[src/rtl/lrs_pkg.sv]
// Package for the serpentine line rasterizer.
// Holds matrix geometry, field widths, the queued line job type and the walker states.
// No dependencies.
package lrs_pkg;

    localparam int MATRIX_WIDTH  = 32;
    localparam int MATRIX_HEIGHT = 8;

    localparam int COORD_W   = 6;
    localparam int COLOR_W   = 24;
    localparam int LED_IDX_W = 8;
    localparam int ERR_W     = COORD_W + 3;

    localparam int MAX_POINTS = 64;
    localparam int CNT_W      = $clog2(MAX_POINTS);

    localparam int QUEUE_DEPTH = 2;
    localparam int QPTR_W      = (QUEUE_DEPTH > 1) ? $clog2(QUEUE_DEPTH) : 1;
    localparam int QCNT_W      = $clog2(QUEUE_DEPTH + 1);

    typedef logic signed [COORD_W-1:0] coord_t;

    typedef struct packed {
        coord_t               start_x;
        coord_t               start_y;
        coord_t               end_x;
        coord_t               end_y;
        logic [COORD_W-1:0]   dx_mag;
        logic [COORD_W-1:0]   dy_mag;
        logic                 step_x_pos;
        logic                 step_y_pos;
        logic [COLOR_W-1:0]   color;
    } line_job_t;

    typedef enum logic {
        WALK_IDLE,
        WALK_RUN
    } walk_state_t;

endpackage

[src/rtl/lrs_if.sv]
// Handshake interfaces for line requests and line points.
// Depends on lrs_pkg.
interface lrs_line_if
    import lrs_pkg::*;
();
    logic               valid;
    logic               ready;
    coord_t             start_x;
    coord_t             start_y;
    coord_t             end_x;
    coord_t             end_y;
    logic [COLOR_W-1:0] line_color;

    modport source (output valid, start_x, start_y, end_x, end_y, line_color, input ready);
    modport sink (input valid, start_x, start_y, end_x, end_y, line_color, output ready);
endinterface

interface lrs_point_if
    import lrs_pkg::*;
();
    logic                 valid;
    logic                 ready;
    coord_t               point_x;
    coord_t               point_y;
    logic                 inside_res;
    logic [LED_IDX_W-1:0] led_index;
    logic [COLOR_W-1:0]   pixel_color;
    logic                 last_point;

    modport source (output valid, point_x, point_y, inside_res, led_index, pixel_color,
                    last_point, input ready);
    modport sink (input valid, point_x, point_y, inside_res, led_index, pixel_color,
                  last_point, output ready);
endinterface

[src/rtl/line_rasterizer_serpentine_top.sv]
// Top level of the serpentine line rasterizer: front end, job queue and line walker.
// Depends on lrs_pkg, lrs_if, lrs_front, lrs_queue and lrs_walker.
//
//   Port    Dir   Carries
//   line    in    endpoints start_x/start_y, end_x/end_y and line_color
//   point   out   one point per request step with inside flag, LED index and color
//
// A line of N points (N = max(|dx|,|dy|)+1, at most 64) is walked in two steps: the walker
// loads the job, then emits one point per cycle while point is not stalled.
// The front end and a two-entry queue keep accepting requests while a line is walked.
// Reset is asynchronous and empties the queue, the walker and the output register.
// A stall on point holds the output register and freezes the walk; line stalls only
// when the queue is full.
module line_rasterizer_serpentine_top
    import lrs_pkg::*;
(
    input  logic        clk,
    input  logic        rst_n,
    lrs_line_if.sink    line,
    lrs_point_if.source point
);

    line_job_t front_job;
    line_job_t head_job;
    logic      push;
    logic      pop;
    logic      queue_full;
    logic      queue_not_empty;

    lrs_front u_front (
        .line       (line),
        .queue_full (queue_full),
        .push       (push),
        .job        (front_job)
    );

    lrs_queue u_queue (
        .clk       (clk),
        .rst_n     (rst_n),
        .push      (push),
        .push_job  (front_job),
        .full      (queue_full),
        .pop       (pop),
        .not_empty (queue_not_empty),
        .head_job  (head_job)
    );

    lrs_walker u_walker (
        .clk       (clk),
        .rst_n     (rst_n),
        .job_valid (queue_not_empty),
        .job       (head_job),
        .pop       (pop),
        .point     (point)
    );

endmodule

[src/rtl/lrs_front.sv]
// Front end: accepts a line request and works out the deltas and step directions.
// Depends on lrs_pkg and lrs_if.
module lrs_front
    import lrs_pkg::*;
(
    lrs_line_if.sink  line,
    input  logic      queue_full,
    output logic      push,
    output line_job_t job
);

    logic signed [COORD_W:0] diff_x;
    logic signed [COORD_W:0] diff_y;
    logic signed [COORD_W:0] abs_x;
    logic signed [COORD_W:0] abs_y;

    always_comb
    begin
        diff_x = (COORD_W+1)'(line.end_x) - (COORD_W+1)'(line.start_x);
        diff_y = (COORD_W+1)'(line.end_y) - (COORD_W+1)'(line.start_y);
        abs_x  = diff_x[COORD_W] ? -diff_x : diff_x;
        abs_y  = diff_y[COORD_W] ? -diff_y : diff_y;

        job.start_x    = line.start_x;
        job.start_y    = line.start_y;
        job.end_x      = line.end_x;
        job.end_y      = line.end_y;
        job.dx_mag     = abs_x[COORD_W-1:0];
        job.dy_mag     = abs_y[COORD_W-1:0];
        job.step_x_pos = line.start_x < line.end_x;
        job.step_y_pos = line.start_y < line.end_y;
        job.color      = line.line_color;
    end

    assign line.ready = !queue_full;
    assign push       = line.valid && !queue_full;

endmodule

[src/rtl/lrs_queue.sv]
// Short queue of classified line jobs between the front end and the walker.
// Depends on lrs_pkg.
module lrs_queue
    import lrs_pkg::*;
(
    input  logic      clk,
    input  logic      rst_n,
    input  logic      push,
    input  line_job_t push_job,
    output logic      full,
    input  logic      pop,
    output logic      not_empty,
    output line_job_t head_job
);

    line_job_t         entry_reg [QUEUE_DEPTH];
    logic [QPTR_W-1:0] wr_ptr_reg;
    logic [QPTR_W-1:0] wr_ptr_next;
    logic [QPTR_W-1:0] rd_ptr_reg;
    logic [QPTR_W-1:0] rd_ptr_next;
    logic [QCNT_W-1:0] count_reg;
    logic [QCNT_W-1:0] count_next;

    assign full      = count_reg == QCNT_W'(QUEUE_DEPTH);
    assign not_empty = count_reg != '0;
    assign head_job  = entry_reg[rd_ptr_reg];

    always_comb
    begin
        wr_ptr_next = wr_ptr_reg;
        rd_ptr_next = rd_ptr_reg;
        count_next  = count_reg;
        if (push)
        begin
            wr_ptr_next = (wr_ptr_reg == QPTR_W'(QUEUE_DEPTH - 1)) ? '0 : wr_ptr_reg + 1'b1;
        end
        if (pop)
        begin
            rd_ptr_next = (rd_ptr_reg == QPTR_W'(QUEUE_DEPTH - 1)) ? '0 : rd_ptr_reg + 1'b1;
        end
        if (push && !pop)
        begin
            count_next = count_reg + 1'b1;
        end
        else if (pop && !push)
        begin
            count_next = count_reg - 1'b1;
        end
    end

    always_ff @(posedge clk or negedge rst_n)
    begin
        if (!rst_n)
        begin
            wr_ptr_reg <= '0;
            rd_ptr_reg <= '0;
            count_reg  <= '0;
        end
        else
        begin
            wr_ptr_reg <= wr_ptr_next;
            rd_ptr_reg <= rd_ptr_next;
            count_reg  <= count_next;
        end
    end

    always_ff @(posedge clk)
    begin
        if (push)
        begin
            entry_reg[wr_ptr_reg] <= push_job;
        end
    end

endmodule

[src/rtl/lrs_walker.sv]
// Back end: walks one Bresenham line a point per unstalled cycle into an output register.
// Computes the inside flag and the serpentine LED index. Depends on lrs_pkg and lrs_if.
module lrs_walker
    import lrs_pkg::*;
(
    input  logic        clk,
    input  logic        rst_n,
    input  logic        job_valid,
    input  line_job_t   job,
    output logic        pop,
    lrs_point_if.source point
);

    walk_state_t state_reg;
    walk_state_t state_next;

    line_job_t               job_reg;
    coord_t                  x_reg;
    coord_t                  y_reg;
    logic signed [ERR_W-1:0] err_reg;
    logic [CNT_W-1:0]        cnt_reg;

    logic                 out_valid_reg;
    coord_t               out_x_reg;
    coord_t               out_y_reg;
    logic                 out_inside_reg;
    logic [LED_IDX_W-1:0] out_index_reg;
    logic [COLOR_W-1:0]   out_color_reg;
    logic                 out_last_reg;

    logic                  advance;
    logic                  emit;
    logic                  is_last;
    logic                  in_matrix;
    logic [LED_IDX_W-1:0]  x_e;
    logic [LED_IDX_W-1:0]  y_e;
    logic [LED_IDX_W-1:0]  index;
    logic signed [ERR_W:0] e2;
    logic signed [ERR_W:0] dx_w;
    logic signed [ERR_W:0] ndy_w;
    logic                  step_x;
    logic                  step_y;
    logic signed [ERR_W-1:0] err_start;
    logic signed [ERR_W-1:0] err_step;

    assign advance = !out_valid_reg || point.ready;
    assign is_last = (x_reg == job_reg.end_x && y_reg == job_reg.end_y)
                     || cnt_reg == CNT_W'(MAX_POINTS - 1);

    always_comb
    begin
        state_next = state_reg;
        unique case (state_reg)
            WALK_IDLE:
            begin
                if (job_valid)
                begin
                    state_next = WALK_RUN;
                end
            end
            WALK_RUN:
            begin
                if (advance && is_last)
                begin
                    state_next = WALK_IDLE;
                end
            end
            default:
            begin
                state_next = WALK_IDLE;
            end
        endcase
    end

    always_comb
    begin
        pop  = 1'b0;
        emit = 1'b0;
        unique case (state_reg)
            WALK_IDLE:
            begin
                pop = job_valid;
            end
            WALK_RUN:
            begin
                emit = advance;
            end
            default:
            begin
                pop  = 1'b0;
                emit = 1'b0;
            end
        endcase
    end

    always_comb
    begin
        in_matrix = !x_reg[COORD_W-1] && !y_reg[COORD_W-1]
                    && (LED_IDX_W'(x_reg) < LED_IDX_W'(MATRIX_WIDTH))
                    && (LED_IDX_W'(y_reg) < LED_IDX_W'(MATRIX_HEIGHT));
        x_e = LED_IDX_W'($unsigned(x_reg));
        y_e = LED_IDX_W'($unsigned(y_reg));
        if (!in_matrix)
        begin
            index = '0;
        end
        else if (y_reg[0])
        begin
            index = (y_e + 1'b1) * LED_IDX_W'(MATRIX_WIDTH) - 1'b1 - x_e;
        end
        else
        begin
            index = y_e * LED_IDX_W'(MATRIX_WIDTH) + x_e;
        end
    end

    always_comb
    begin
        e2        = $signed({err_reg, 1'b0});
        dx_w      = $signed((ERR_W+1)'(job_reg.dx_mag));
        ndy_w     = -$signed((ERR_W+1)'(job_reg.dy_mag));
        step_x    = e2 >= ndy_w;
        step_y    = e2 <= dx_w;
        err_step  = err_reg;
        if (step_x)
        begin
            err_step = err_step - $signed(ERR_W'(job_reg.dy_mag));
        end
        if (step_y)
        begin
            err_step = err_step + $signed(ERR_W'(job_reg.dx_mag));
        end
        err_start = $signed(ERR_W'(job.dx_mag)) - $signed(ERR_W'(job.dy_mag));
    end

    always_ff @(posedge clk or negedge rst_n)
    begin
        if (!rst_n)
        begin
            state_reg     <= WALK_IDLE;
            out_valid_reg <= 1'b0;
        end
        else
        begin
            state_reg <= state_next;
            if (emit)
            begin
                out_valid_reg <= 1'b1;
            end
            else if (point.ready)
            begin
                out_valid_reg <= 1'b0;
            end
        end
    end

    always_ff @(posedge clk)
    begin
        if (pop)
        begin
            job_reg <= job;
            x_reg   <= job.start_x;
            y_reg   <= job.start_y;
            err_reg <= err_start;
            cnt_reg <= '0;
        end
        else if (emit && !is_last)
        begin
            if (step_x)
            begin
                x_reg <= job_reg.step_x_pos ? x_reg + 1'b1 : x_reg - 1'b1;
            end
            if (step_y)
            begin
                y_reg <= job_reg.step_y_pos ? y_reg + 1'b1 : y_reg - 1'b1;
            end
            err_reg <= err_step;
            cnt_reg <= cnt_reg + 1'b1;
        end
        if (emit)
        begin
            out_x_reg      <= x_reg;
            out_y_reg      <= y_reg;
            out_inside_reg <= in_matrix;
            out_index_reg  <= index;
            out_color_reg  <= job_reg.color;
            out_last_reg   <= is_last;
        end
    end

    assign point.valid       = out_valid_reg;
    assign point.point_x     = out_x_reg;
    assign point.point_y     = out_y_reg;
    assign point.inside_res  = out_inside_reg;
    assign point.led_index   = out_index_reg;
    assign point.pixel_color = out_color_reg;
    assign point.last_point  = out_last_reg;

endmodule

[src/flat_wrapper.sv]
// flat-port wrapper written by rule: the top's interface ports become plain ports
module line_rasterizer_serpentine_top_flat import lrs_pkg::*;
  (clk, rst_n, line_valid, line_start_x, line_start_y, line_end_x, line_end_y, line_line_color, line_ready, point_valid, point_point_x, point_point_y, point_inside_res, point_led_index, point_pixel_color, point_last_point, point_ready);
  lrs_line_if line_i ();
  lrs_point_if point_i ();
  input  logic clk;
  input  logic rst_n;
  input wire logic [$bits(line_i.valid)-1:0] line_valid;
  input wire logic [$bits(line_i.start_x)-1:0] line_start_x;
  input wire logic [$bits(line_i.start_y)-1:0] line_start_y;
  input wire logic [$bits(line_i.end_x)-1:0] line_end_x;
  input wire logic [$bits(line_i.end_y)-1:0] line_end_y;
  input wire logic [$bits(line_i.line_color)-1:0] line_line_color;
  output wire logic [$bits(line_i.ready)-1:0] line_ready;
  output wire logic [$bits(point_i.valid)-1:0] point_valid;
  output wire logic [$bits(point_i.point_x)-1:0] point_point_x;
  output wire logic [$bits(point_i.point_y)-1:0] point_point_y;
  output wire logic [$bits(point_i.inside_res)-1:0] point_inside_res;
  output wire logic [$bits(point_i.led_index)-1:0] point_led_index;
  output wire logic [$bits(point_i.pixel_color)-1:0] point_pixel_color;
  output wire logic [$bits(point_i.last_point)-1:0] point_last_point;
  input wire logic [$bits(point_i.ready)-1:0] point_ready;
  assign line_i.valid = line_valid;
  assign line_i.start_x = line_start_x;
  assign line_i.start_y = line_start_y;
  assign line_i.end_x = line_end_x;
  assign line_i.end_y = line_end_y;
  assign line_i.line_color = line_line_color;
  assign line_ready = line_i.ready;
  assign point_valid = point_i.valid;
  assign point_point_x = point_i.point_x;
  assign point_point_y = point_i.point_y;
  assign point_inside_res = point_i.inside_res;
  assign point_led_index = point_i.led_index;
  assign point_pixel_color = point_i.pixel_color;
  assign point_last_point = point_i.last_point;
  assign point_i.ready = point_ready;
  line_rasterizer_serpentine_top u_core (.clk(clk), .rst_n(rst_n), .line(line_i), .point(point_i));
endmodule
[config.mk]
export PLATFORM = sky130hd
export DESIGN_NAME = line_rasterizer_serpentine_top_flat
export DESIGN_NICKNAME = d
export VERILOG_FILES = /design/src/rtl/lrs_pkg.sv /design/src/rtl/lrs_if.sv /design/src/rtl/line_rasterizer_serpentine_top.sv /design/src/rtl/lrs_front.sv /design/src/rtl/lrs_queue.sv /design/src/rtl/lrs_walker.sv /design/src/flat_wrapper.sv
export SDC_FILE = /design/constraint.sdc
export NUM_CORES = 1
export LEC_CHECK = 0
export ABC_AREA = 1
export BUFFER_PORTS_ARGS = -buffer_cell sky130_fd_sc_hd__buf_2
export CAP_MARGIN = 20
export CORE_MARGIN = 1.5
export CORE_UTILIZATION = 50
export CTS_CLUSTER_DIAMETER = 30
export DETAILED_ROUTE_END_ITERATION = 12
export GPL_ROUTABILITY_DRIVEN = 0
export PLACE_DENSITY = 0.68
export SLEW_MARGIN = 25
export SYNTH_ARGS = -nofsm -noshare
export SYNTH_HDL_FRONTEND = slang
export SYNTH_HIERARCHICAL = 1
export SYNTH_SLANG_ARGS = --single-unit
[constraint.sdc]
create_clock -name clk -period 12.05 [get_ports clk]
set_input_delay 1.205 -clock clk [delete_from_list [all_inputs] [get_ports clk]]
set_output_delay 1.205 -clock clk [all_outputs]
set_load 0.005 [all_outputs]
==> results of run 1 <==
-- worst max-delay path by stage --
stage / start / end / slack (ns) / depth (start not counted)
after CTS: u_core/u_walker/job_reg[27] / u_core/u_walker/err_reg[8] / 7.81 / 24
final: u_core/u_walker/job_reg[27] / u_core/u_walker/err_reg[8] / 7.78 / 24
after global routing: u_core/u_walker/job_reg[27] / u_core/u_walker/err_reg[8] / 7.42 / 24
after global placement: u_core/u_walker/job_reg[27] / u_core/u_walker/err_reg[8] / 7.99 / 24
after floorplan: line_valid / u_core/u_queue/entry_reg[0][0] / 7.48 / 4
after detailed placement: u_core/u_walker/job_reg[27] / u_core/u_walker/err_reg[8] / 7.87 / 24
-- layout make-up --
type / count / area [um^2] / area share, %
Sequential cell: 253 / 7510 / 50.5
Inverter: 133 / 507 / 3.41
Tap cell: 330 / 413 / 2.78
Clock buffer: 53 / 1260 / 8.49
Clock inverter: 41 / 424 / 2.85
Multi-Input combinational cell: 601 / 4240 / 28.5
Timing Repair Buffer: 103 / 526 / 3.53
-- metrics by stage --
step	total power, mW	utilization [%]	area [um^2]	hold slack, ns
floorplan	2.31	-	12800	0.400
global placement	2.49	52.5	13200	0.401
detailed placement	2.53	52.5	13200	0.405
CTS	3.90	59.3	14900	0.413
global route	4.10	59.3	14900	0.422
finish	3.86	59.3	14900	0.413
-- logic make-up (layout without fill, tap and decap cells) --
family,count (synthesis),count (layout),synth area share [%]
xor+xnor,45,45,3.14
compound gates,90,90,3.88
simple gates,336,336,11.7
fa+ha+maj,68,68,7.07
mux,62,62,7.19
buf+inv,195,330,8.25
flops,253,253,58.7
-- worst reg2reg max path, cell delays in order (launching register included) --
cell and delay (ns):
edfxtp_1 0.42, nor3_1 0.34, nand3_1 0.21, xor2_1 0.19, ha_1 0.30, nand2_1 0.07, nor2_1 0.19, nand3_2 0.12
nand4_2 0.17, nand3_4 0.18, nand2_1 0.11, o21a_1 0.14, inv_1 0.05, ha_1 0.20, fa_1 0.42, nand3_1 0.12
a21oi_1 0.09, o21ai_0 0.15, nand2_1 0.07, nand2_1 0.11, inv_1 0.06, nand3_1 0.10, o21ai_1 0.07, nand3_1 0.07
nand2_1 0.08
-- power by group through the flow --
stage / Combinational [mW] / Sequential [mW] / Clock [mW]
3_3_place_gp: 1.09 / 1.40 / 0
6_report: 1.13 / 1.39 / 1.35
3_5_place_dp: 1.12 / 1.41 / 0
4_1_cts: 1.14 / 1.39 / 1.37
5_1_grt: 1.27 / 1.41 / 1.41
2_1_floorplan: 0.970 / 1.34 / 0
-- per-layer routing --
layer	global-route usage, %	share of wire (%)	vias up
met2	30.1	49	173
met4	7.17	3.2	0
met3	4.63	5.2	54
li1	-	-	3764
met5	0	0	-
met1	21.3	43	3596
-- placed cells by master, fill, tap and decap left out, drive strengths merged --
cell type	n
nor3	11
nand3	51
xor2	25
inv	143
a21oi	39
clkinv	23
or2	9
clkbuf	53
a31oi	3
mux2	62
nor2	52
nor4	2
o21ai	39
edfxtp	241
o21a	2
fa	7
a211oi	1
clkinvlp	3
xnor2	20
buf	103
a22oi	1
o31ai	4
ha	61
dfrtp	6
nand4	11
nand2	200
bufinv	5
o21bai	1
dfxtp	6
==> impl_metrics.env, run 1 <==
export IMPL_status="finished, final reports clean"
export IMPL_cts_tree="yes"
export IMPL_swShare_pct=32.0
export IMPL_nFillCells=2055
export IMPL_grt_max_degree=73
export IMPL_rsz0062_at_grt="false"
export IMPL_grt_pass1_vias=7491
export IMPL_start_util_pct=50.9
export IMPL_coreArea_um2=25100
export IMPL_syn_nets=1169
export IMPL_synth_edff_count=241
export IMPL_reg2reg_slack_ns=7.78
export IMPL_r2r_start="u_core/u_walker/job_reg[27]"
export IMPL_yosysSeqAreaShare_pct=58.7
export IMPL_dp_cells=1420
export IMPL_cp_common_cell="nand2_1"
export IMPL_grt_usage_pct=17.7
export IMPL_min_to="u_core/u_walker/point.pixel_color[14]"
export IMPL_rows=58
export IMPL_drive_above_1_share_pct=24.5
export IMPL_vias_per_cell=5.01
export IMPL_synth_top_area_share_pct=56.6
export IMPL_hpwlAfterDp_mm=15.4
export IMPL_hp_class="flip-flop to flip-flop"
export IMPL_relSlewSlack_pct=36.1
export IMPL_ant_nets=0
export IMPL_cts_setup_buffers=0
export IMPL_clock_latency_ns=0.55
export IMPL_peakVddDrop_v=0.000176
export IMPL_grt_first_pass_wirelength_mm=36.6
export IMPL_instances_no_fill=1514
export IMPL_setup_viol=0
export IMPL_fin_crit_sh_pct=35.4
export IMPL_n_antenna_cell=0
export IMPL_p_comb_share_pct=29.2
export IMPL_die_h_um=163
export IMPL_path_delay_family="simple AND/OR/NAND/NOR gates"
export IMPL_largest_reg_flops=124
export IMPL_wl_per_cell_um=15.0
export IMPL_crit_chain="nor3_1, nand3_1, xor2_1, ha_1, nand2_1, nor2_1, nand3_2, nand4_2, nand3_4, nand2_1, o21a_1, inv_1, ha_1, fa_1, nand3_1, a21oi_1, o21ai_0, nand2_1, nand2_1, inv_1, nand3_1, o21ai_1, nand3_1, nand2_1"
export IMPL_start_kind="flip-flop"
export IMPL_fmax_mhz=234
export IMPL_max_stage_delay_ns=0.42
export IMPL_cts_max_level=2
export IMPL_synthCells=1049
export IMPL_fin_skew_ns=0.0154
export IMPL_async_flop_share_pct=2.37
export IMPL_area_delta_synth_final_pct=16.4
export IMPL_hold_depth=0
export IMPL_power_leakage_nw=6.37
export IMPL_p_sw_mw=1.24
export IMPL_drc=0
export IMPL_dr_first_iter_drc_count=348
export IMPL_pre_cts_slack_ns=7.87
export IMPL_r2r_end="u_core/u_walker/err_reg[8]"
export IMPL_cts_resized=0
export IMPL_required_ns=12.34
export IMPL_synth_common_cells="241 x edfxtp_1, 188 x nand2_1, 130 x inv_1"
export IMPL_p_int_mw=2.63
export IMPL_final_hold_violation_count=0
export IMPL_drt_wl_total_mm=22.6
export IMPL_antenna_found_initial=0
export IMPL_die_w_um=163
export IMPL_syn_area_per_cell_um2=12.2
export IMPL_via_count=7587
export IMPL_report_final_slew_viol_count=0
export IMPL_hp_start="u_core/u_walker/job_reg[14]"
export IMPL_crit_type="flip-flop to flip-flop"
export IMPL_ys_flop_type="edfxtp_1"
export IMPL_crit_fanout=10
export IMPL_synth_most_common_cell="edfxtp_1"
export IMPL_synth_area_um2=12800
export IMPL_nNetsFinal=1262
export IMPL_maxCapViolCount=0
export IMPL_synth_largest_area_cell="edfxtp_1"
export IMPL_clock_sinks=253
export IMPL_p_per_area_nw_per_um2=260
export IMPL_seqPwrFrac_pct=35.9
export IMPL_cts_made_buffers=50
export IMPL_clkSlewWorstSetupHoldPaths_ns=0.05
export IMPL_ys_types=44
export IMPL_synth_area_leaders="edfxtp_1 57%, mux2_4 6.9%, ha_1 6.0%, nand2_1 5.5%, inv_1 3.8%"
export IMPL_io_buffers=99
export IMPL_yosys_register_bits=253
export IMPL_gr_total_overflow=0
export IMPL_fin_crit_ns=4.27
export IMPL_slowest_stage="edfxtp_1"
export IMPL_yosysWarnings=6
export IMPL_clockBufferDepth=3
export IMPL_die_area_um2=26500
export IMPL_cp_num_buf_inv=2
export IMPL_setup_tns_ns=0
export IMPL_clkPwrFrac_pct=34.9
export IMPL_drt_pass1_iter_count=5
export IMPL_ios=100
export IMPL_cts_root_buffer="clkbuf_16"
export IMPL_arrival_ns=4.55
export IMPL_reg2regPathDepth=24
export IMPL_worstSetupEndpointType="flip-flop"
export IMPL_ctsHoldBuffers=0
export IMPL_setup_ws_ns=7.78
export IMPL_worstMarginPinSlew_ns=0.948
Power figures use the tool's default switching activity.
==> inputs of run 2 (changes only) <==
==> constraint.sdc (replaced) <==
create_clock -name clk -period 3.95 [get_ports clk]
set_input_delay 0.395 -clock clk [delete_from_list [all_inputs] [get_ports clk]]
set_output_delay 0.395 -clock clk [all_outputs]
set_load 0.005 [all_outputs]
==> run 2 against run 1 <==
Compared with the run above: worst setup slack lost 7.7 ns; largest cell class unchanged; power grew to 3.2 times the previous value; global-route usage grew 0.24 points; final cell count grew 0.66%; critical path depth grew 1; sequential cell count is the same; design area grew 2.0%; hold slack lost 0.37 ns; register-to-register slack lost 7.7 ns; core utilization grew 1.2 points; maximum frequency grew 9.7%.
==> impl_metrics.env, run 2 (same netlist as run 1, synthesis figures left out) <==
export IMPL_p_comb_share_pct=32.0
export IMPL_arrival_ns=4.16
export IMPL_grt_pass1_vias=7483
export IMPL_p_int_mw=8.26
export IMPL_crit_cells=25
export IMPL_maxCapViolCount=0
export IMPL_reg2reg_slack_ns=0.06
export IMPL_coreArea_um2=25100
export IMPL_final_hold_violation_count=0
export IMPL_grt_max_degree=78
export IMPL_seqPwrFrac_pct=34.3
export IMPL_clock_sinks=253
export IMPL_via_count=7585
export IMPL_grt_usage_pct=17.9
export IMPL_nNetsFinal=1276
export IMPL_status="finished, final reports clean"
export IMPL_crit_fanout=4
export IMPL_setup_tns_ns=0
export IMPL_cp_num_buf_inv=2
export IMPL_fmax_mhz=257
export IMPL_layout_cells_most_common="edfxtp_1"
export IMPL_worstSetupEndpointType="flip-flop"
export IMPL_max_stage_delay_ns=0.45
export IMPL_hp_class="input pin to flip-flop"
export IMPL_hp_start="line_line_color[4]"
export IMPL_dr_first_iter_drc_count=419
export IMPL_clockBufferDepth=3
export IMPL_start_util_pct=50.9
export IMPL_die_h_um=163
export IMPL_io_buffers=99
export IMPL_hpwlAfterDp_mm=15.6
export IMPL_vias_per_cell=4.98
export IMPL_nFillCells=1983
export IMPL_grt_first_pass_wirelength_mm=37.2
export IMPL_r2r_start="u_core/u_walker/job_reg[27]"
export IMPL_clkSlewWorstSetupHoldPaths_ns=0.05
export IMPL_utilization_pct=60.4
export IMPL_fin_crit_sh_pct=98.5
export IMPL_cts_tree="yes"
export IMPL_reg2regPathDepth=25
export IMPL_drc=0
export IMPL_die_area_um2=26500
export IMPL_ios=100
export IMPL_area_delta_synth_final_pct=18.7
export IMPL_peakVddDrop_v=0.000513
export IMPL_rsz0062_at_grt="true"
export IMPL_worstSetupStartpoint="u_core/u_walker/job_reg[27]"
export IMPL_mostFrequentLayoutCells="241 x edfxtp_1, 181 x nand2_1, 123 x inv_1"
export IMPL_drt_wl_total_mm=23.3
export IMPL_crit_type="flip-flop to flip-flop"
export IMPL_setup_viol=0
export IMPL_clock_latency_ns=0.54
export IMPL_pre_cts_slack_ns=-0.0591
export IMPL_ant_nets=0
export IMPL_drive_above_1_share_pct=28.3
export IMPL_slowest_stage="edfxtp_1"
export IMPL_p_sw_mw=3.94
export IMPL_setup_ws_ns=0.0606
export IMPL_fin_crit_ns=3.89
export IMPL_hold_depth=1
export IMPL_relSlewSlack_pct=36.6
export IMPL_required_ns=4.22
export IMPL_p_per_area_nw_per_um2=804
export IMPL_timing_hold_ws_ns=0.0396
export IMPL_report_final_slew_viol_count=0
export IMPL_die_w_um=163
export IMPL_gr_total_overflow=0
export IMPL_cp_common_cell="nand3_2"
export IMPL_worstMarginPinSlew_ns=0.951
export IMPL_drt_pass1_iter_count=5
export IMPL_rows=58
export IMPL_wl_per_cell_um=15.3
export IMPL_power_leakage_nw=6.45
export IMPL_antenna_found_initial=0
export IMPL_clkPwrFrac_pct=33.7
export IMPL_largest_reg_flops=124
export IMPL_n_antenna_cell=0
export IMPL_cts_root_buffer="clkbuf_16"
export IMPL_cts_max_level=2
export IMPL_fin_skew_ns=0.0195
export IMPL_start_kind="flip-flop"
export IMPL_cts_made_buffers=48
export IMPL_swShare_pct=32.3
export IMPL_total_power_mw=12.2
export IMPL_path_delay_family="simple AND/OR/NAND/NOR gates"
[run 2: power groups by stage]
| stage | Combinational (mW) | Clock [mW] | Sequential (mW) |
|---|---|---|---|
| after floorplan | 2.96 | 0 | 4.10 |
| final | 3.91 | 4.11 | 4.18 |
| after CTS | 3.60 | 4.19 | 4.18 |
| after global routing | 4.36 | 4.33 | 4.25 |
| after global placement | 3.46 | 0 | 4.20 |
| after detailed placement | 3.55 | 0 | 4.23 |
[run 2: cell type report]
type | count | area, um^2 | area share (%)
sequential | 253 | 7510 | 49.5
multi-input combinational | 601 | 4410 | 29.1
clock buffer | 52 | 1220 | 8.02
timing repair buffer | 119 | 656 | 4.32
inverter | 133 | 517 | 3.41
clock inverter | 36 | 448 | 2.95
tap | 330 | 413 | 2.72
[run 2: layer usage]
layer,track usage (%),routed length (um),vias to the layer above
li1,-,-,3781
met1,22.7,10100,3562
met2,30.0,11400,195
met3,4.20,1300,47
met4,6.51,592,0
met5,0,0,-
[run 2: worst paths after layout]
| path | endpoint |
|---|---|
| worst max-delay path | u_core/u_walker/err_reg[8] |
| worst min-delay path | u_core/u_queue/entry_reg[0][4] |
| worst max register to register | u_core/u_walker/err_reg[8] |
| worst min register to register | u_core/u_walker/point.pixel_color[16] |
| max in group asynchronous | u_core/u_queue/rd_ptr_reg |
| min in group asynchronous | u_core/u_queue/rd_ptr_reg |
[run 2: timing repair]
action,4_1_cts,5_1_grt
setup buffers,2,6
endpoints found under the hold margin,6,0
setup endpoints to repair,3,5
pin swaps,2,34
hold buffers,1,0
gates resized for setup,8,42
[run 2: through the flow]
stage | cells | area (um^2)
floorplan | 1049 | 12800
global placement | 1427 | 13200
detailed placement | 1427 | 13200
CTS | 1518 | 15000
global route | 1524 | 15200
finish | 1524 | 15200
[run 2: worst register-to-register path, cell delays in order, from the launching register on]
cell      delay, ns
edfxtp_1       0.45
nor3_2         0.24
nand3_2        0.15
xor2_1         0.20
ha_1           0.33
a21oi_1        0.16
nand2_1        0.09
nand2_2        0.11
nand3_2        0.10
nand2_4        0.10
nand3_4        0.11
nand2_2        0.09
o21a_1         0.14
inv_2          0.05
ha_4           0.16
fa_2           0.38
nand3_2        0.10
a21oi_2        0.06
o21ai_1        0.14
nand2_1        0.08
nand2_2        0.09
inv_2          0.05
nand3_2        0.06
o21ai_2        0.06
nand3_1        0.08
nand2_1        0.07
==> inputs of run 3 (changes only) <==
--- a/config.mk
+++ b/config.mk
@@ -9,11 +9,10 @@
 export BUFFER_PORTS_ARGS = -buffer_cell sky130_fd_sc_hd__buf_2
 export CAP_MARGIN = 20
 export CORE_MARGIN = 1.5
-export CORE_UTILIZATION = 50
+export CORE_UTILIZATION = 45
 export CTS_CLUSTER_DIAMETER = 30
 export DETAILED_ROUTE_END_ITERATION = 12
 export GPL_ROUTABILITY_DRIVEN = 0
-export PLACE_DENSITY = 0.68
 export SLEW_MARGIN = 25
 export SYNTH_ARGS = -nofsm -noshare
 export SYNTH_HDL_FRONTEND = slang
==> run 3 against run 2 <==
Compared with the run above: via count is 0.58% higher; clock skew fell by 0.00068 ns; wire length is 0.24% lower; non-clock buffer count rose by 3; power grew 6.0%; sequential cell count unchanged; count of clock-buffer cells in the layout rose by 10; global-route usage down 1.5 points; register-to-register slack improved by 0.17 ns; largest power group is now clock.
==> impl_metrics.env, run 3 (same netlist as run 1, synthesis figures left out) <==
export IMPL_worstMarginPinSlew_ns=1.01
export IMPL_clock_latency_ns=0.56
export IMPL_drt_wl_total_mm=23.3
export IMPL_r2r_start="u_core/u_walker/job_reg[26]"
export IMPL_cts_made_buffers=57
export IMPL_grt_usage_pct=16.4
export IMPL_cts_tree="yes"
export IMPL_die_area_um2=29400
export IMPL_final_hold_violation_count=0
export IMPL_relSlewSlack_pct=32.8
export IMPL_die_h_um=172
export IMPL_drc=0
export IMPL_dr_first_iter_drc_count=430
export IMPL_crit_end="u_core/u_walker/err_reg[5]"
export IMPL_r2r_end="u_core/u_walker/err_reg[5]"
export IMPL_ios=100
export IMPL_clkSlewWorstSetupHoldPaths_ns=0.05
export IMPL_status="finished, final reports clean"
export IMPL_reg2regPathDepth=25
export IMPL_setup_viol=0
export IMPL_start_kind="flip-flop"
export IMPL_clock_sinks=253
export IMPL_worstSetupStartpoint="u_core/u_walker/job_reg[26]"
export IMPL_io_buffers=99
export IMPL_rsz0062_at_grt="true"
export IMPL_grt_pass1_vias=7591
export IMPL_fmax_mhz=269
export IMPL_n_antenna_cell=0
export IMPL_reg2reg_slack_ns=0.23
export IMPL_power_leakage_nw=6.64
export IMPL_hpwlAfterDp_mm=15.5
export IMPL_maxCapViolCount=0
export IMPL_peakVddDrop_v=0.000571
export IMPL_grt_max_degree=78
export IMPL_gr_total_overflow=0
export IMPL_area_delta_synth_final_pct=22.1
export IMPL_p_per_area_nw_per_um2=828
export IMPL_largest_reg_flops=124
export IMPL_drt_pass1_iter_count=5
export IMPL_fin_crit_sh_pct=94.1
export IMPL_ant_nets=0
export IMPL_drive_above_1_share_pct=29.0
export IMPL_crit_fanout=7
export IMPL_arrival_ns=4.02
export IMPL_via_count=7629
export IMPL_rows=61
export IMPL_vias_per_cell=4.79
export IMPL_fin_crit_ns=3.72
export IMPL_wl_per_cell_um=14.6
export IMPL_cts_root_buffer="clkbuf_16"
export IMPL_mostFrequentLayoutCells="241 x edfxtp_1, 183 x nand2_1, 123 x inv_1"
export IMPL_fin_skew_ns=0.0188
export IMPL_hp_class="input pin to flip-flop"
export IMPL_report_final_slew_viol_count=0
export IMPL_clockBufferDepth=3
export IMPL_grt_first_pass_wirelength_mm=37.6
export IMPL_layout_cells_most_common="edfxtp_1"
export IMPL_die_w_um=172
export IMPL_total_power_mw=12.9
export IMPL_cts_max_level=2
export IMPL_worstSetupEndpointType="flip-flop"
export IMPL_coreArea_um2=27900
export IMPL_nNetsFinal=1288
export IMPL_required_ns=4.25
export IMPL_antenna_found_initial=0
export IMPL_crit_type="flip-flop to flip-flop"
export IMPL_utilization_pct=56.0
export IMPL_start_util_pct=45.9
run 3: how the worst min path moves through the flow:
stage,depth (start not counted),slack [ns],to,start
floorplan,0,0.1,u_core/u_queue/count_reg[0],rst_n
global placement,1,0.23,u_core/u_queue/count_reg[0],rst_n
detailed placement,1,0.23,u_core/u_queue/count_reg[0],rst_n
CTS,1,0.006,u_core/u_queue/entry_reg[0][23],line_line_color[23]
global route,1,0.002,u_core/u_queue/entry_reg[0][23],line_line_color[23]
finish,1,0.03,u_core/u_queue/entry_reg[0][10],line_line_color[10]
run 3: layout make-up:
class	instances	area [um^2]
clock buffers	62	1460
clock inverters	44	596
fillers	2287	12300
inverters	133	512
multi-input cells	601	4380
flip-flops and latches	253	7510
well taps	378	473
repair buffers	122	674
run 3: what timing repair did:
action	in CTS	in global routing
setup endpoints to repair	2	6
gates resized for setup	3	37
endpoints found under the hold margin	6	0
buffers inserted	1	9
hold buffers	1	0
pin swaps	0	23
run 3: power breakdown:
group	internal, mW	switching, mW	total, mW
logic	1.69	2.08	3.78
registers	3.82	0.391	4.21
clock network	3.49	1.45	4.94
run 3: routing by layer:
metal / global-route usage (%) / wire, um
met5: 0 / 0
met4: 5.84 / 491
met3: 3.54 / 1140
met2: 27.2 / 10900
met1: 21.2 / 10700
run 3: critical path, cell delays in order (launching register included):
cell,delay (ns)
edfxtp_1,0.46
nor3_4,0.25
nand3_2,0.13
xor2_1,0.16
ha_1,0.33
nand2_2,0.11
inv_2,0.03
nand2_1,0.04
nand2_1,0.06
nand2_2,0.08
nand3_2,0.06
nand2_2,0.10
nand3_4,0.10
buf_6,0.15
inv_8,0.07
nand2_2,0.06
o21ai_4,0.09
ha_4,0.24
a21oi_2,0.14
nand2_1,0.10
a21oi_2,0.17
o21bai_2,0.10
xnor2_1,0.15
a21oi_1,0.07
o21ai_1,0.11
nand2_1,0.06
run 3: stage by stage:
stage	std cells	hold WS [ns]	area [um^2]	setup TNS [ns]	setup WS (ns)
6_report	1593	0.0288	15600	0	0.231
5_1_grt	1593	0.00206	15600	-0.00802	-0.00802
4_1_cts	1584	0.00627	15400	0	0.0153
3_5_place_dp	1476	0.234	13300	-0.0608	-0.0608
3_3_place_gp	1476	0.231	13300	0	0.0554
2_1_floorplan	1049	0.0994	12800	0	0.105
